**src/design/cat_pkg.sv**
```systemverilog
// shared types, constants and helpers for the calendar alarm table
package cat_pkg;

	localparam int CAPACITY = 64;
	localparam int IDX_W    = 6;
	localparam int COUNT_W  = 7;
	localparam int ENTRY_W  = 34;

	localparam logic       OP_ADD   = 1'b0;
	localparam logic       OP_CHECK = 1'b1;

	localparam logic [2:0] ST_ADDED    = 3'd0;
	localparam logic [2:0] ST_FULL     = 3'd1;
	localparam logic [2:0] ST_BAD_DATE = 3'd2;
	localparam logic [2:0] ST_BAD_TIME = 3'd3;
	localparam logic [2:0] ST_MATCH    = 3'd4;
	localparam logic [2:0] ST_NONE     = 3'd5;

	localparam logic [3:0] MONTH_FEB = 4'd2;
	localparam logic [3:0] MONTH_DEC = 4'd12;
	localparam logic [4:0] LEAP_FEB  = 5'd29;
	localparam logic [4:0] MAX_HOUR  = 5'd23;
	localparam logic [5:0] MAX_MIN   = 6'd59;

	// reciprocal of 100 for a 14-bit year: q = (y * 5243) >> 19
	localparam int          RECIP_W     = 27;
	localparam int          RECIP_SHIFT = 19;
	localparam logic [26:0] RECIP_100   = 27'd5243;
	localparam logic [13:0] CENTURY     = 14'd100;

	typedef struct packed {
		logic [4:0]  day;
		logic [3:0]  month;
		logic [13:0] year;
		logic [4:0]  hour;
		logic [5:0]  minute;
	} entry_t;

	function automatic logic [4:0] month_days(input logic [3:0] m);
		logic [4:0] len;
		case (m)
			4'd1:    len = 5'd31;
			4'd2:    len = 5'd28;
			4'd3:    len = 5'd31;
			4'd4:    len = 5'd30;
			4'd5:    len = 5'd31;
			4'd6:    len = 5'd30;
			4'd7:    len = 5'd31;
			4'd8:    len = 5'd31;
			4'd9:    len = 5'd30;
			4'd10:   len = 5'd31;
			4'd11:   len = 5'd30;
			4'd12:   len = 5'd31;
			default: len = 5'd31;
		endcase
		return len;
	endfunction

endpackage

```
**src/design/cat_ram.sv**
```systemverilog
// generic single-write, single-read ram with registered read data
module cat_ram #(
	parameter int WIDTH = 8,
	parameter int DEPTH = 16,
	parameter int AW    = 4
) (
	input  logic             clk,
	input  logic             we,
	input  logic [AW-1:0]    waddr,
	input  logic [WIDTH-1:0] wdata,
	input  logic [AW-1:0]    raddr,
	output logic [WIDTH-1:0] rdata
);

	logic [WIDTH-1:0] mem [DEPTH];

	always_ff @(posedge clk) begin
		if (we) begin
			mem[waddr] <= wdata;
		end
		rdata <= mem[raddr];
	end

endmodule

```
**src/design/calendar_alarm_table.sv**
```systemverilog
// calendar alarm table top level: add and check sequencer over the entry ram
//
// Input channel (in_valid / in_stall) carries one item: opcode, day, month,
// year, hour, minute. Output channel (out_valid / out_stall) carries results:
// status, entry_index, last. Both transfer when valid is high and stall is low.
// An add item gives one status result through the year-by-100 reciprocal
// multiply, then the date, time and fill checks plus the ram write, then the
// load of the output register.
// A check item reads the entry ram once per cycle through one compare unit
// while no stalled receiver holds back a further match; each match is held
// until the next match or the scan end so that the final one can carry last.
// The block takes no new item until the previous one has loaded its final
// result into the output register; that result may still be waiting.
// A stalled receiver holds the output register, which in turn pauses the
// scan whenever a further match must be sent.
// Reset clears the fill count and all control state; the table contents stay
// undefined and are only read below the fill count.
module calendar_alarm_table (
	input  logic        clk,
	input  logic        arst_n,
	input  logic        in_valid,
	output logic        in_stall,
	input  logic        opcode,
	input  logic [4:0]  day,
	input  logic [3:0]  month,
	input  logic [13:0] year,
	input  logic [4:0]  hour,
	input  logic [5:0]  minute,
	output logic        out_valid,
	input  logic        out_stall,
	output logic [2:0]  status,
	output logic [5:0]  entry_index,
	output logic        last
);

	localparam logic [2:0] S_IDLE = 3'd0;
	localparam logic [2:0] S_DIV  = 3'd1;
	localparam logic [2:0] S_CHK  = 3'd2;
	localparam logic [2:0] S_SCAN = 3'd3;
	localparam logic [2:0] S_EMIT = 3'd4;

	logic [2:0]                    state_q;
	logic [cat_pkg::COUNT_W-1:0]   count_q;
	logic [cat_pkg::IDX_W-1:0]     idx_q;
	logic                          pend_q;
	logic                          out_valid_q;

	cat_pkg::entry_t               cur_q;
	logic [7:0]                    quo_q;
	logic [cat_pkg::IDX_W-1:0]     pend_idx_q;
	logic [2:0]                    res_status_q;
	logic [cat_pkg::IDX_W-1:0]     res_index_q;
	logic [2:0]                    status_q;
	logic [cat_pkg::IDX_W-1:0]     index_q;
	logic                          last_q;

	logic                          in_acc;
	logic                          out_free;
	logic [cat_pkg::RECIP_W-1:0]   prod;
	logic [13:0]                   rem100;
	logic                          leap;
	logic [4:0]                    lim;
	logic                          full;
	logic                          date_ok;
	logic                          time_ok;
	logic [2:0]                    add_status;
	logic                          ram_we;
	logic [cat_pkg::ENTRY_W-1:0]   ram_rdata;
	logic [cat_pkg::IDX_W-1:0]     rd_addr;
	cat_pkg::entry_t               rd_entry;
	logic                          hit;
	logic                          scan_last;
	logic                          scan_hold;
	logic                          scan_emit;
	logic                          out_load;

	assign in_stall = (state_q != S_IDLE);
	assign in_acc   = in_valid && (state_q == S_IDLE);
	assign out_free = !out_valid_q || !out_stall;

	// leap year from the registered quotient of year / 100
	assign prod    = cat_pkg::RECIP_W'(cur_q.year) * cat_pkg::RECIP_100;
	assign rem100  = cur_q.year - 14'({6'd0, quo_q} * cat_pkg::CENTURY);
	assign leap    = ((cur_q.year[1:0] == 2'd0) && (rem100 != 14'd0)) ||
	                 ((rem100 == 14'd0) && (quo_q[1:0] == 2'd0));
	assign lim     = (cur_q.month == cat_pkg::MONTH_FEB && leap) ? cat_pkg::LEAP_FEB
	                 : cat_pkg::month_days(cur_q.month);
	assign full    = (count_q >= cat_pkg::COUNT_W'(cat_pkg::CAPACITY));
	assign date_ok = (cur_q.month != 4'd0) && (cur_q.month <= cat_pkg::MONTH_DEC) &&
	                 (cur_q.day != 5'd0) && (cur_q.day <= lim);
	assign time_ok = (cur_q.hour <= cat_pkg::MAX_HOUR) && (cur_q.minute <= cat_pkg::MAX_MIN);

	always_comb begin
		if (full) begin
			add_status = cat_pkg::ST_FULL;
		end else if (!date_ok) begin
			add_status = cat_pkg::ST_BAD_DATE;
		end else if (!time_ok) begin
			add_status = cat_pkg::ST_BAD_TIME;
		end else begin
			add_status = cat_pkg::ST_ADDED;
		end
	end

	assign ram_we = (state_q == S_CHK) && (add_status == cat_pkg::ST_ADDED);

	// shared compare unit for the scan
	assign rd_entry  = cat_pkg::entry_t'(ram_rdata);
	assign hit       = (rd_entry.day == cur_q.day) && (rd_entry.month == cur_q.month) &&
	                   (rd_entry.year == cur_q.year) && (rd_entry.hour == cur_q.hour) &&
	                   ((rd_entry.minute == cur_q.minute) ||
	                    ({1'b0, rd_entry.minute} + 7'd1 == {1'b0, cur_q.minute}) ||
	                    ({1'b0, rd_entry.minute} == {1'b0, cur_q.minute} + 7'd1));
	assign scan_last = ({1'b0, idx_q} + cat_pkg::COUNT_W'(1)) == count_q;
	assign scan_hold = hit && pend_q && !out_free;
	assign scan_emit = (state_q == S_SCAN) && hit && pend_q && out_free;
	assign out_load  = scan_emit || ((state_q == S_EMIT) && out_free);

	always_comb begin
		if (state_q == S_SCAN) begin
			rd_addr = scan_hold ? idx_q : idx_q + cat_pkg::IDX_W'(1);
		end else begin
			rd_addr = '0;
		end
	end

	cat_ram #(
		.WIDTH(cat_pkg::ENTRY_W),
		.DEPTH(cat_pkg::CAPACITY),
		.AW   (cat_pkg::IDX_W)
	) u_ram (
		.clk  (clk),
		.we   (ram_we),
		.waddr(count_q[cat_pkg::IDX_W-1:0]),
		.wdata(cur_q),
		.raddr(rd_addr),
		.rdata(ram_rdata)
	);

	always_ff @(posedge clk or negedge arst_n) begin
		if (!arst_n) begin
			state_q     <= S_IDLE;
			count_q     <= '0;
			idx_q       <= '0;
			pend_q      <= 1'b0;
			out_valid_q <= 1'b0;
		end else begin
			case (state_q)
				S_IDLE: begin
					if (in_acc) begin
						if (opcode == cat_pkg::OP_ADD) begin
							state_q <= S_DIV;
						end else if (count_q == '0) begin
							state_q <= S_EMIT;
						end else begin
							state_q <= S_SCAN;
							idx_q   <= '0;
							pend_q  <= 1'b0;
						end
					end
				end
				S_DIV: begin
					state_q <= S_CHK;
				end
				S_CHK: begin
					if (ram_we) begin
						count_q <= count_q + cat_pkg::COUNT_W'(1);
					end
					state_q <= S_EMIT;
				end
				S_SCAN: begin
					if (!scan_hold) begin
						if (hit) begin
							pend_q <= 1'b1;
						end
						if (scan_last) begin
							state_q <= S_EMIT;
						end else begin
							idx_q <= idx_q + cat_pkg::IDX_W'(1);
						end
					end
				end
				S_EMIT: begin
					if (out_free) begin
						state_q <= S_IDLE;
					end
				end
				default: begin
					state_q <= S_IDLE;
				end
			endcase

			if (out_load) begin
				out_valid_q <= 1'b1;
			end else if (!out_stall) begin
				out_valid_q <= 1'b0;
			end
		end
	end

	always_ff @(posedge clk) begin
		if (in_acc) begin
			cur_q        <= '{day: day, month: month, year: year, hour: hour, minute: minute};
			res_status_q <= cat_pkg::ST_NONE;
			res_index_q  <= '0;
		end
		if (state_q == S_DIV) begin
			quo_q <= prod[cat_pkg::RECIP_SHIFT +: 8];
		end
		if (state_q == S_CHK) begin
			res_status_q <= add_status;
			res_index_q  <= ram_we ? count_q[cat_pkg::IDX_W-1:0] : '0;
		end
		if ((state_q == S_SCAN) && !scan_hold) begin
			if (hit) begin
				pend_idx_q <= idx_q;
			end
			if (scan_last) begin
				res_status_q <= (hit || pend_q) ? cat_pkg::ST_MATCH : cat_pkg::ST_NONE;
				res_index_q  <= hit ? idx_q : (pend_q ? pend_idx_q : '0);
			end
		end
		if (scan_emit) begin
			status_q <= cat_pkg::ST_MATCH;
			index_q  <= pend_idx_q;
			last_q   <= 1'b0;
		end else if ((state_q == S_EMIT) && out_free) begin
			status_q <= res_status_q;
			index_q  <= res_index_q;
			last_q   <= 1'b1;
		end
	end

	assign out_valid   = out_valid_q;
	assign status      = status_q;
	assign entry_index = index_q;
	assign last        = last_q;

	a_count_bound: assert property (@(posedge clk) disable iff (!arst_n)
		count_q <= cat_pkg::COUNT_W'(cat_pkg::CAPACITY))
		else $error("fill count above capacity");

	a_write_room: assert property (@(posedge clk) disable iff (!arst_n)
		ram_we |-> (count_q < cat_pkg::COUNT_W'(cat_pkg::CAPACITY)))
		else $error("entry write with table full");

	a_scan_range: assert property (@(posedge clk) disable iff (!arst_n)
		(state_q == S_SCAN) |-> ({1'b0, idx_q} < count_q))
		else $error("scan index beyond fill count");

	a_no_overwrite: assert property (@(posedge clk) disable iff (!arst_n)
		out_load |-> !(out_valid_q && out_stall))
		else $error("output register loaded while result stalled");

	a_final_last: assert property (@(posedge clk) disable iff (!arst_n)
		((state_q == S_EMIT) && out_free) |=> (out_valid_q && last_q))
		else $error("final result not flagged last");

endmodule

```
**config.mk**
```make
export PLATFORM = sky130hd
export DESIGN_NAME = calendar_alarm_table
export DESIGN_NICKNAME = d
export VERILOG_FILES = /design/src/design/cat_pkg.sv /design/src/design/cat_ram.sv /design/src/design/calendar_alarm_table.sv
export SDC_FILE = /design/constraint.sdc
export NUM_CORES = 2
export LEC_CHECK = 0
export BUFFER_PORTS_ARGS = -buffer_cell sky130_fd_sc_hd__buf_2
export CAP_MARGIN = 20
export CORE_MARGIN = 2
export CORE_UTILIZATION = 55
export DETAILED_ROUTE_END_ITERATION = 10
export GPL_TIMING_DRIVEN = 0
export PLACE_DENSITY = 0.71
export SLEW_MARGIN = 5
export SYNTH_ARGS = -nofsm -noshare
export SYNTH_HDL_FRONTEND = slang
export SYNTH_HIERARCHICAL = 1
export SYNTH_SLANG_ARGS = --single-unit
```
**constraint.sdc**
```tcl
create_clock -name clk -period 9.15 [get_ports clk]
set_input_delay 0.915 -clock clk [delete_from_list [all_inputs] [get_ports clk]]
set_output_delay 0.915 -clock clk [all_outputs]
set_load 0.05 [all_outputs]
```
After elaboration in Yosys (flattened, before gate mapping). Memories as Yosys holds them, arrays and structs flattened. A register that Yosys moved wholly into a read port is not among the register bits. Cells that the tools add are included.

Bits in registers: 85. RAM bits: 2176. Bits in read-only memories: 32. Input bits: 39. Output and inout port bits: 12. Memories: 2.

Add/sub/neg operators: 6. Multipliers: 2. Order comparisons: 5. Eq/ne operators: 22. Mux-type cells: 44. Reduce and logical (&&, ||, !) cells: 47.

Memory list: u_ram.mem (words 64, bits a word 34, read ports 1, clocked after Yosys merged registers in 1, wr ports 1, line cat_ram.sv:15) `logic [WIDTH-1:0] mem [DEPTH];`; (no name shown) (words 16, bits a word 2, read ports 1, clocked after Yosys merged registers in 1, wr ports 0, line cat_pkg.sv:41) `case (m)`.

Operators with widths (count): $mux 6 (16); $mux 3 (11); $mul 14x13->27 const B (1); $add 6x1->7 const B (3); $logic_and 1x1->1 (20); $ne 2x2->1 const B (8); $pmux 3 s5 (1); $eq 14x14->1 (1); $logic_not 14->1 (1); $reduce_bool 14->1 (1); $sub 14x14->14 (1); $mul 8x5->12 const B (1); $pmux 6 s2 (1); $reduce_and 6->1 (2); $eq 5x5->1 (2); $mux 1 (10); $add 7x1->7 const B (1); $eq 6x7->1 (1); $eq 7x6->1 (1); $eq 7x7->1 (1); $ge 7x7->1 const B (1); $logic_not 7->1 (1); $add 6x1->6 const B (1); $eq 3x2->1 const B (2); other kinds (24) (37).

Logic depth before layout (Yosys ltp).
Depth in word-level cells: 17. Mapped depth: 26. Depth with buffers taken out: 25.

Hierarchy. Netlist, hierarchy kept.

By module, submodules not included: cat_ram (instances 1, cells each 3744, area an instance 83774.1 µm²); calendar_alarm_table (instances 1, cells each 817, area an instance 8659.6 µm²).

Worst setup path before layout. OpenSTA, ideal clock, no wires.

Path kind: flip-flop to flip-flop. Start point: register quo_q[2]. End point: memory u_ram/mem[48][0] (netlist bit) (enable). Arrival: 7.766 ns. Required time: 8.683 ns. Slack: 0.916 ns. Cell stages (with the launch flop): 25. Cells stage by stage: edfxtp_1 -> ha_1 -> ha_1 -> fa_1 -> ha_1 -> nor2b_1 -> o21ai_0 -> nand2b_1 -> xnor2_1 -> ha_1 -> nand3_1 -> o21ai_0 -> o21ai_0 -> a21o_1 -> a2111oi_0 -> o21ai_0 -> ha_1 -> nand2_1 -> nand4_1 -> o21ai_0 -> nor3b_1 -> clkbuf_1 -> nor2b_1 -> nand4b_1 -> nor3_1.

Longest elaborated chain between the ends: 15. Elaborated cells between the ends (all ways): 17. Those cells by class: add/sub (1); mul (1); order compare (1); mux (5); reduce/logical (9).

Ends and longest elaborated chain: start, declared (line calendar_alarm_table.sv:49) `logic [7:0] quo_q;`; start signal, assigned (line calendar_alarm_table.sv:208) `quo_q <= prod[cat_pkg::RECIP_SHIFT +: 8];`; $mul 8x5->12 * (line calendar_alarm_table.sv:83) `assign rem100 = cur_q.year - 14'({6'd0, quo_q} * cat_pkg::CENTURY);`; $sub 14x14->14 * (line calendar_alarm_table.sv:83); $reduce_bool 14->1 / $logic_not 14->1 (equally long branches) (line calendar_alarm_table.sv:84, calendar_alarm_table.sv:85); $logic_and 1x1->1 (on tied branches) (line calendar_alarm_table.sv:84, calendar_alarm_table.sv:85); $logic_or 1x1->1 * (line calendar_alarm_table.sv:84) `assign leap = ((cur_q.year[1:0] == 2'd0) && (rem100 != 14'd0)) ||`; $logic_and 1x1->1 * (line calendar_alarm_table.sv:86) `assign lim = (cur_q.month == cat_pkg::MONTH_FEB && leap) ? cat_pkg::LEAP_FEB`; $mux 5 * (line calendar_alarm_table.sv:86); $le 5x5->1 * (line calendar_alarm_table.sv:90) `(cur_q.day != 5'd0) && (cur_q.day <= lim);`; $logic_and 1x1->1 * (line calendar_alarm_table.sv:90); $mux 2 * (line calendar_alarm_table.sv:96) `end else if (!date_ok) begin`; $mux 3 * (line calendar_alarm_table.sv:94) `if (full) begin`; $logic_not 3->1 * (line calendar_alarm_table.sv:105) `assign ram_we = (state_q == S_CHK) && (add_status == cat_pkg::ST_ADDED);`; $logic_and 1x1->1 * (line calendar_alarm_table.sv:105); named net ram_we (line calendar_alarm_table.sv:67) `logic ram_we;`; $mux 1 * (line cat_ram.sv:18) `if (we) begin`; $mux 1 (not written as such) * (line cat_ram.sv:19) `mem[waddr] <= wdata;`; end, declared (line cat_ram.sv:15).

Mark *: on every way through the listed nets, which the timed path passes. The rest lies on a longest branch.

Final worst setup path.
Start point: register quo_q[2]. End point: memory u_ram/mem[6][9] (netlist bit) (enable).

The elaborated chain is that of the path after synthesis.

==> metrics.cfg <==
[detailed_routing]
ant_nets=0
drcViolationCount=0
vias=50800
viasPerCell=6.83
drt-total-wl_mm=269
drt_iter0_drc=7541
dr.pass1.iters=7
wire_per_inst_um=36.2

[logic_synthesis]
ys_types=80
synth_top_area_cell=edfxtp_1
yosysMostFrequentCell=edfxtp_1
synth_seq_cells=2297
synthCells=4561
synthTopCellsByCount=edfxtp_1 (2230), mux4_2 (472), mux2i_1 (164)
avgSynthCellArea_um2=20.3
ys.flop_type=edfxtp_1
ys.warnings.count=6
synth_top_area_share_pct=72.4
synth_area_leaders=edfxtp_1 (72%), mux4_2 (12%), ha_1 (1.9%)
synth_edf_count=2230
syn_nets=4808
syn_area_mm2=0.0924
async_flop_share_pct=0.784
seq_area_frac_synth_pct=74.0

[power_and_ir_drop]
power_leakage_uw=0.0342
ir_drop_v=0.000808
power_density_mw_per_mm2=261

[clocking]
cts_buffers=218
hold_buffers=1
cts_tree=yes
postCtsSetupRepairBufs=0
post_cts_resized=0
clk-insertion-delay-late_ns=0.87
cts.clk_slew.worst_paths_ns=0.06
clockRootBuffer=clkbuf_16
h-tree-depth=4
clock_sink_count=2297
clockBufferDepth=3

[grt]
grt_pass1_vias=50200
grt_first_pass_wirelength_mm=376
grt-ovfl-total=0
grtUsageTotal_pct=31.9
grt_max_degree=41
antenna_found_initial=22

[sta]
finalMaxSlewViolations=0
period_minus_slack_ns=8.79
fin_crit_sh_pct=96.0
rsz0062_at_grt=false
tightestPinTransition_ns=1.29
maxSlewHeadroom_pct=13.8
setup_violations=0
fin_skew_ns=0.0550
fin_tns_setup_ns=0
fmax_ghz=0.114
finalHoldViolations=0

[finish]
final_core_util_pct=64.5
final_nets=5293
fillers=10800
drive_above_1_share_pct=24.7
area_delta_synth_final_pct=16.6

[floorplan]
die_area_mm2=0.171
die_w_um=414
rows=150
initial_core_util_pct=55.3
core_area_mm2=0.167
ios=51
die_h_um=414

[status]
status=complete, no violations

[run]
max_cap_violations=0

[critical_path]
critPathSlowestCell=nor2_4
cp.required_ns=9.69
critPathBufInv=3
worst-path-max-fanout=19
startpoint_type=flop
crit_path_end_kind=flop
cp_data_arrival_time_ns=9.32
cp_num_cells=26
crit_family=simple AND/OR/NAND/NOR gates
worstSetupPathType=reg2reg
crit_path_max_incr_delay_ns=0.98
worstRegToRegCells=26

[placement]
place_congestion=0.890
portBuffers=50
place_hpwl_mm=186

[worst_hold_path]
hold_path_depth=1
holdCritPathClass=in2reg

registers in the layout (all words and copies together), names as in the netlist, 3 cells and up, named ones only:
signal and count:
state_q 3, idx_q 6, count_q 7, entry_index 6, cur_q 34, pend_idx_q 6
quo_q 8, u_ram/mem 2176, res_status_q 3, u_ram/rdata 34, res_index_q 6, status 3
area by class of cell:
type | count | area [um^2] | area share, %
sequential | 2297 | 68400 | 63.5
inverter | 136 | 510 | 0.474
timing repair buffer | 265 | 5200 | 4.83
multi-input combinational | 1900 | 22800 | 21.2
clock buffer | 282 | 5810 | 5.39
buffer | 228 | 1220 | 1.13
tap | 2204 | 2760 | 2.56
clock inverter | 126 | 1070 | 0.996
antenna | 5 | 12.5 | 0.0116
final timing paths:
| kind | startpoint | to | slack [ns] |
|---|---|---|---|
| min reg2reg | idx_q[4]$_DFFE_PN0P_ | pend_idx_q[4]$_DFFE_PP_ | 0.45 |
| min | minute[0] | cur_q[0]$_DFFE_PP_ | 0.21 |
| max reg2reg | quo_q[2]$_DFFE_PP_ | u_ram/mem[6][9]$_DFFE_PP_ | 0.36 |
| max in group asynchronous | arst_n | count_q[0]$_DFFE_PN0P_ | 8.26 |
| min in group asynchronous | arst_n | idx_q[3]$_DFFE_PN0P_ | 0.54 |
| max | quo_q[2]$_DFFE_PP_ | u_ram/mem[6][9]$_DFFE_PP_ | 0.36 |
worst reg2reg max path, stage by stage (launching register included):
cell and delay [ns]:
edfxtp_1 0.44, ha_1 0.32, ha_1 0.32, fa_1 0.46, ha_1 0.36, nor2b_1 0.14, o21ai_0 0.15, nand2b_1 0.11
xnor2_1 0.13, ha_1 0.35, nand3_1 0.09, o21ai_0 0.20, o21ai_0 0.17, a21o_1 0.21, a2111oi_2 0.41, buf_4 0.25
o21ai_0 0.12, ha_1 0.31, nand2_1 0.07, nand4_1 0.09, o21ai_0 0.20, nor3b_1 0.57, clkbuf_1 0.67, nor2b_1 0.38
nand3_1 0.63, nor2_4 0.98, buf_12 0.31
kinds of logic (layout without fill, tap and decap cells):
family	count (synthesis)	count (layout)	share of synthesized area, %
AND/OR/NAND/NOR	513	513	2.77
buffers and inverters	364	1037	1.87
adder cells (fa/ha/maj)	208	208	3.35
AO/OA/AOI/OAI	408	408	3.27
XOR/XNOR	71	71	0.673
other	0	5	0
multiplexers	700	700	14.1
flip-flops	2297	2297	74.0
where the power goes:
| group | internal, uW | leakage [uW] | switching, uW |
|---|---|---|---|
| registers | 12300 | 0.0207 | 263 |
| logic | 2890 | 0.0101 | 3960 |
| clock network | 4800 | 0.00336 | 3900 |
per-stage QoR:
step | total power, uW | cells | hold WS [ns] | setup slack, ns | instance area (um^2)
CTS | 28200 | 7434 | 0.161 | 0.496 | 108000
detailed placement | 19500 | 7025 | 0.429 | 0.543 | 101000
global route | 29400 | 7438 | 0.174 | 0.0137 | 108000
floorplan | 17200 | 4561 | 0.423 | 0.916 | 92400
global placement | 18900 | 6815 | 0.432 | -7.64 | 95400
finish | 28100 | 7443 | 0.213 | 0.364 | 108000
metal layers:
metal | global-route usage (%) | wire length, um | up-vias
met4 | 16.9 | 16500 | 10
li1 | - | - | 19800
met3 | 10.1 | 37500 | 807
met2 | 48.0 | 122000 | 4051
met1 | 41.8 | 92800 | 26200
met5 | 0 | 67 | -
cell usage in the layout, fill, tap and decap left out, drive strengths merged, types with 10 or more instances in the layout:
cell | synthesis | layout
a211oi | 26 | 26
a21oi | 36 | 36
a221o | 25 | 25
a22oi | 61 | 61
a311o | 10 | 10
and3 | 19 | 19
buf | 128 | 392
bufinv | 0 | 11
clkbuf | 100 | 382
clkinv | 1 | 106
dfrtp | 18 | 18
dfxtp | 49 | 49
edfxtp | 2230 | 2230
fa | 66 | 66
ha | 142 | 142
inv | 135 | 142
mux2 | 64 | 64
mux2i | 164 | 164
mux4 | 472 | 472
nand2 | 113 | 113
nand2b | 18 | 18
nand3 | 86 | 86
nand4 | 59 | 59
nor2 | 121 | 121
nor2b | 29 | 29
nor3 | 19 | 19
o211ai | 17 | 17
o21ai | 35 | 35
o221ai | 39 | 39
o22a | 10 | 10
o22ai | 85 | 85
xnor2 | 45 | 45
xor2 | 26 | 26
(Power assumes the default switching activity.)
